`src/rtl/fir_lpf_ram.sv`:
```
// ----------------------------------------------------------------------------
// fir_lpf_ram
// Generic single-write, single-read RAM with a registered read port.
// ----------------------------------------------------------------------------
module fir_lpf_ram #(
    parameter int WIDTH = 16,
    parameter int DEPTH = 256
) (
    input  logic                     aclk,
    input  logic                     we,
    input  logic [$clog2(DEPTH)-1:0] waddr,
    input  logic [WIDTH-1:0]         wdata,
    input  logic [$clog2(DEPTH)-1:0] raddr,
    output logic [WIDTH-1:0]         rdata
);

    logic [WIDTH-1:0] mem [DEPTH];
    logic [WIDTH-1:0] rdata_reg;

    // Write port
    always_ff @(posedge aclk) begin
        if (we) begin
            mem[waddr] <= wdata;
        end
    end

    // Registered read port
    always_ff @(posedge aclk) begin
        rdata_reg <= mem[raddr];
    end

    assign rdata = rdata_reg;

endmodule

```
`config.mk`:
```
export PLATFORM = sky130hd
export DESIGN_NAME = fir_lpf_ram
export DESIGN_NICKNAME = d
export VERILOG_FILES = /design/src/rtl/fir_lpf_ram.sv
export SDC_FILE = /design/constraint.sdc
export NUM_CORES = 2
export LEC_CHECK = 0
export ABC_AREA = 1
export BUFFER_PORTS_ARGS = -buffer_cell sky130_fd_sc_hd__buf_4
export CAP_MARGIN = 20
export CORE_MARGIN = 1
export CORE_UTILIZATION = 54
export CTS_BUF_LIST = sky130_fd_sc_hd__clkbuf_2 sky130_fd_sc_hd__clkbuf_4 sky130_fd_sc_hd__clkbuf_8
export DETAILED_ROUTE_END_ITERATION = 8
export PLACE_DENSITY_LB_ADDON = 0.2
export SLEW_MARGIN = 20
export SYNTH_ARGS = -nofsm -noshare
export SYNTH_HDL_FRONTEND = slang
export SYNTH_SLANG_ARGS = --single-unit
```
`constraint.sdc`:
```
create_clock -name aclk -period 2.4 [get_ports aclk]
set_input_delay 0.24 -clock aclk [delete_from_list [all_inputs] [get_ports aclk]]
set_output_delay 0.24 -clock aclk [all_outputs]
set_load 0.005 [all_outputs]
```
* Yosys cells after proc, flatten, opt, wreduce, memory -nomap -nowiden
Memories as Yosys holds them, arrays and structs flattened. A register that Yosys moved wholly into a read port is not among the register bits.
Cells that the tools add are included.
** Storage, ports and cells
- Bits of input ports :: 34
- Flip-flop bits (word level) :: 0
- Bits in latches :: 0
- Memory bits (writable) :: 4096
- ROM bits :: 0
- Logic and storage cells :: 3
- Memories :: 1
** Memory list
- mem :: depth 256, bits a word 16, rd ports 1, clocked after Yosys merged registers in 1, write ports 1, RTL line 17 : logic [WIDTH-1:0] mem [DEPTH];
** Cells by class
- Shift operators :: 0
- Bitwise gates (word level) :: 0
- Order comparisons :: 0
- Equal/unequal tests :: 0
- Reductions and logical operators :: 0
- Div/mod/pow operators :: 0
- Add/sub/neg operators :: 0
- Mux-type cells :: 2
- $mul :: 0
** Operators by type and width (number)
- $mux W1 :: 2

* Depth between registers and ports, before layout
- Word-level depth :: 2
- Depth in mapped cells :: 15
- Gate-level depth less buffers :: 11

* Least setup slack after synthesis
Ideal clock, no wire load.
- Path type :: input port to flip-flop
- From :: input we
- To :: memory mem[162][0] (enable)
- Cell stages on the path :: 4
- Arrival :: 1.692 ns
- Slack :: 0.320 ns
- Cells stage by stage :: clkbuf_1 > nand3_1 > clkbuf_1 > nor2_1
** Between the ends
- Cells in the longest elaborated chain, start to end :: 2
** RTL lines
- from (decl) :: RTL line 10 : input logic we,
- $mux W1 :: RTL line 22 : if (we) begin
- $mux W1 (not written as such) :: RTL line 23 : mem[waddr] <= wdata;
- to (decl) :: RTL line 17
Every way passes these cells.

==> impl_summary.txt <==
----------------------------------------------------
[Pwr]
  Worst ir drop on vdd ... 0.000571 V
  Sw Ratio ... 23.9%
  Sequential fraction of design power ... 53.0%
  Relative contribution of combinational cells to total power ... 7.2%
  Power consumption ... 150 mW
  Switching power of the nets ... 35.8 mW
  Leakage power ... 68.7 nW
  Cell-internal power ... 114 mW
  Cell Pwr Density ... 780 nW/µm²
  Part of the power in the clock network ... 39.8%

[STA]
  Fmax achieved ... 421 MHz
  Worst slew slack as a fraction of its limit ... 20.5%
  Unrepaired setup endpoints after global routing ... no
  Final-layout worst hold slack ... 79.8 ps
  Pins Over Slew Limit ... 0
  Pin slew with the least headroom to its limit ... 1190 ps
  Share of the clock period used by the worst path after layout ... 98.9%
  Final hold violation count ... 0
  Final number of setup-violating endpoints ... 0
  Post-layout minimum cycle time ... 2370 ps
  Worst-case clock skew ... 68.6 ps

[Layout]
  Fin nets ... 14500
  P&R area growth vs syn ... 15.6%
  Number of flip-flops under the largest register name ... 4096
  Fraction of layout instances using a drive strength above 1 ... 14.3%
  Filler instances ... 23000
  Final instance area ... 192000 µm²

[Worst hold path]
  Launch instance of the worst min-delay path ... wdata[1]
  Worst Hold Endpoint ... mem[85][1]
  Worst min-delay path category ... input pin to flop
  Cells on Worst Hold Path ... 2

[Worst setup path]
  Critical Path RT ... 3530 ps
  Worst R2R Path Depth ... 11
  FF-to-FF End ... rdata[13]
  Capturing element type of the critical path ... flop
  Setup slack on the worst flop-to-flop path ... 110 ps
  Data arrival time at the worst-slack endpoint ... 3510 ps
  Kind of critical path ... input pin to flop
  Crit start category ... input pin
  Worst R2R Start ... mem[103][13]
  Critical path fanouts, max ... 31

[Synth]
  Yosys warning total ... 0
  Distinct cell type count after synthesis ... 15
  Netlist area before placement ... 166000 µm²
  Yosys top cell area share ... 74.2%
  Mapped Nets ... 13700
  Top cell type by total area after synthesis ... edfxtp_1
  Most frequently used cell type in the post-synthesis netlist ... nand2_1
  Post-Syn Instances ... 13600
  Share of the yosys chip area belonging to registers ... 74.4%
  Top FF cell, synth ... edfxtp_1
  Top cells by area, synth ... edfxtp_1 74%, nand3_1 12%, nand2_1 9.5%
  Syn Area/Cell ... 12.2 µm²
  Async SR Flop Fraction ... 0%
  Top cells by count, synth ... 4211 x nand2_1, 4096 x edfxtp_1, 4035 x nand3_1
  Number of synthesized register bits ... 4112
  Number of enable-type register cells in the synthesized netlist ... 4096

[Clocking]
  Number of buffers on the longest clock path ... 4
  CTS tree ... yes
  CTS Root Buffer Type ... clkbuf_8
  Total CTS buffers ... 649
  Clock slew at reported path FFs ... 70 ps
  Worst skew pair latency ... 1230 ps
  Clock sinks ... 4112
  # H-tree levels ... 6
  Number of buffers inserted by post-CTS setup repair ... 0

[Routing]
  Detailed-route via count ... 115000
  Average wire per standard cell ... 26.1 µm
  Violation count after the first detailed-routing iteration ... 15000
  Number of antenna-violating nets in the routed design ... 0
  Detailed Route WL ... 499000 µm
  Detailed-route vias per instance ... 5.99
  DRC violation count after routing ... 0
  Number of detailed-routing iterations run before antenna repair ... 7

[Floorplanning]
  Cell row count ... 203
  Initial core utilization ... 54.2%
  Core box area ... 306000 µm²
  Number of I/O pins ... 50
  Die span in x ... 556 µm
  Die height ... 556 µm
  Die footprint ... 309000 µm²

[Place]
  Total cell area at the placement stage ... 178000 µm²
  RePlAce Congestion ... 0.912
  Buffers on Ports ... 49
  Half-perimeter wire length after placement ... 306000 µm

[Global route]
  Number of antenna violations at the first check in global routing ... 19
  GRT overflow ... 0
  Total Routing Usage GR ... 32.0%
  Wire length of the first global-routing pass ... 728000 µm
  Number of global-route vias before repair ... 110000
  Pin count of the biggest net entering global routing ... 121

[Status]
  Outcome ... completed

[Flow run]
  Count of max-cap constraint violations ... 0

----------------------------------------------------
kinds of logic (layout without fill, tap and decap cells):
kind of cell           after synthesis  count (layout)  synth area share, %
other                                0              20                    0
flip-flops                        4112            4112                 74.4
buffers and inverters              976            2351                 3.21
AND/OR/NAND/NOR                   8529            8529                 22.4
critical path, stage by stage:
cell and delay [ps]:
dlygate4sd3_1 560, buf_8 170, inv_8 150, buf_12 250
buf_12 260, buf_4 180, nand3_1 100, nand3_1 90
nand3_1 150, nand3_1 190, buf_12 130, nand3_1 290
nand2_1 180, nand2_1 280, nand2_1 180
power groups by stage:
stage / registers [mW] / clock network, mW / logic [mW]
global placement: 80.8 / 0 / 10.3
CTS: 79.3 / 60.0 / 10.6
global route: 79.2 / 63.0 / 11.3
detailed placement: 80.8 / 0 / 10.4
finish: 79.3 / 59.5 / 10.7
floorplan: 80.7 / 0 / 4.89
layout make-up:
class / count / area [µm²] / area share, %
Clock inverter: 287 / 2040 / 1.06
Multi-Input combinational cell: 8529 / 37100 / 19.4
Antenna cell: 20 / 50.0 / 0.0261
Sequential cell: 4112 / 123000 / 64.4
Tap cell: 4100 / 5130 / 2.68
Timing Repair Buffer: 1140 / 12800 / 6.70
Clock buffer: 885 / 10900 / 5.69
Inverter: 39 / 199 / 0.104
layer usage:
layer	wire length, µm	global-route usage (%)	vias to the layer above
met5	47	0	-
met4	26200	16.3	6
met3	52100	5.83	1123
met2	231000	49.9	6693
met1	190000	43.4	56200
li1	-	-	50500
cells in the final DEF (no fill, tap or decap), types with 20 or more instances in the layout:
cell type,synthesis,layout
clkbuf_8,0,681
dlygate4sd3_1,0,46
inv_1,35,33
diode_2,0,20
nand3_1,4035,4033
clkinv_1,0,156
clkinv_2,0,65
nand2_1,4211,4194
buf_4,163,753
edfxtp_1,4096,4096
nor2_1,283,271
clkbuf_4,0,204
buf_12,1,320
worst max path at each step:
| stage | to | cells past startpoint | start | slack [ps] |
|---|---|---|---|---|
| after floorplan | mem[162][0] | 4 | we | 320 |
| after global placement | rdata[10] | 16 | raddr[0] | -930 |
| after detailed placement | rdata[10] | 16 | raddr[0] | -970 |
| after CTS | rdata[8] | 1 | rdata[8] | 50 |
| after global routing | rdata[10] | 10 | mem[3][10] | 9 |
| final | rdata[13] | 15 | raddr[2] | 30 |
metrics by stage:
| stage | TNS [ps] | std cells | setup WS [ps] | util [%] |
|---|---|---|---|---|
| floorplan | 0 | 13600 | 320 | - |
| global placement | -16060 | 17900 | -932 | 58.3 |
| detailed placement | -12830 | 17900 | -967 | 58.3 |
| CTS | 0 | 19100 | 51.4 | 62.7 |
| global route | 0 | 19100 | 8.67 | 62.7 |
| finish | 0 | 19100 | 26.0 | 62.7 |
repair_timing:
| item | CTS | global route |
|---|---|---|
| endpoints found under the setup margin | 1 | 19 |
| hold buffers | 46 | 0 |
| pin swaps | 0 | 0 |
| hold endpoints to repair | 4724 | 0 |
| gates resized for setup | 1 | 4 |
No activity file was read; power rests on OpenSTA's default activity.
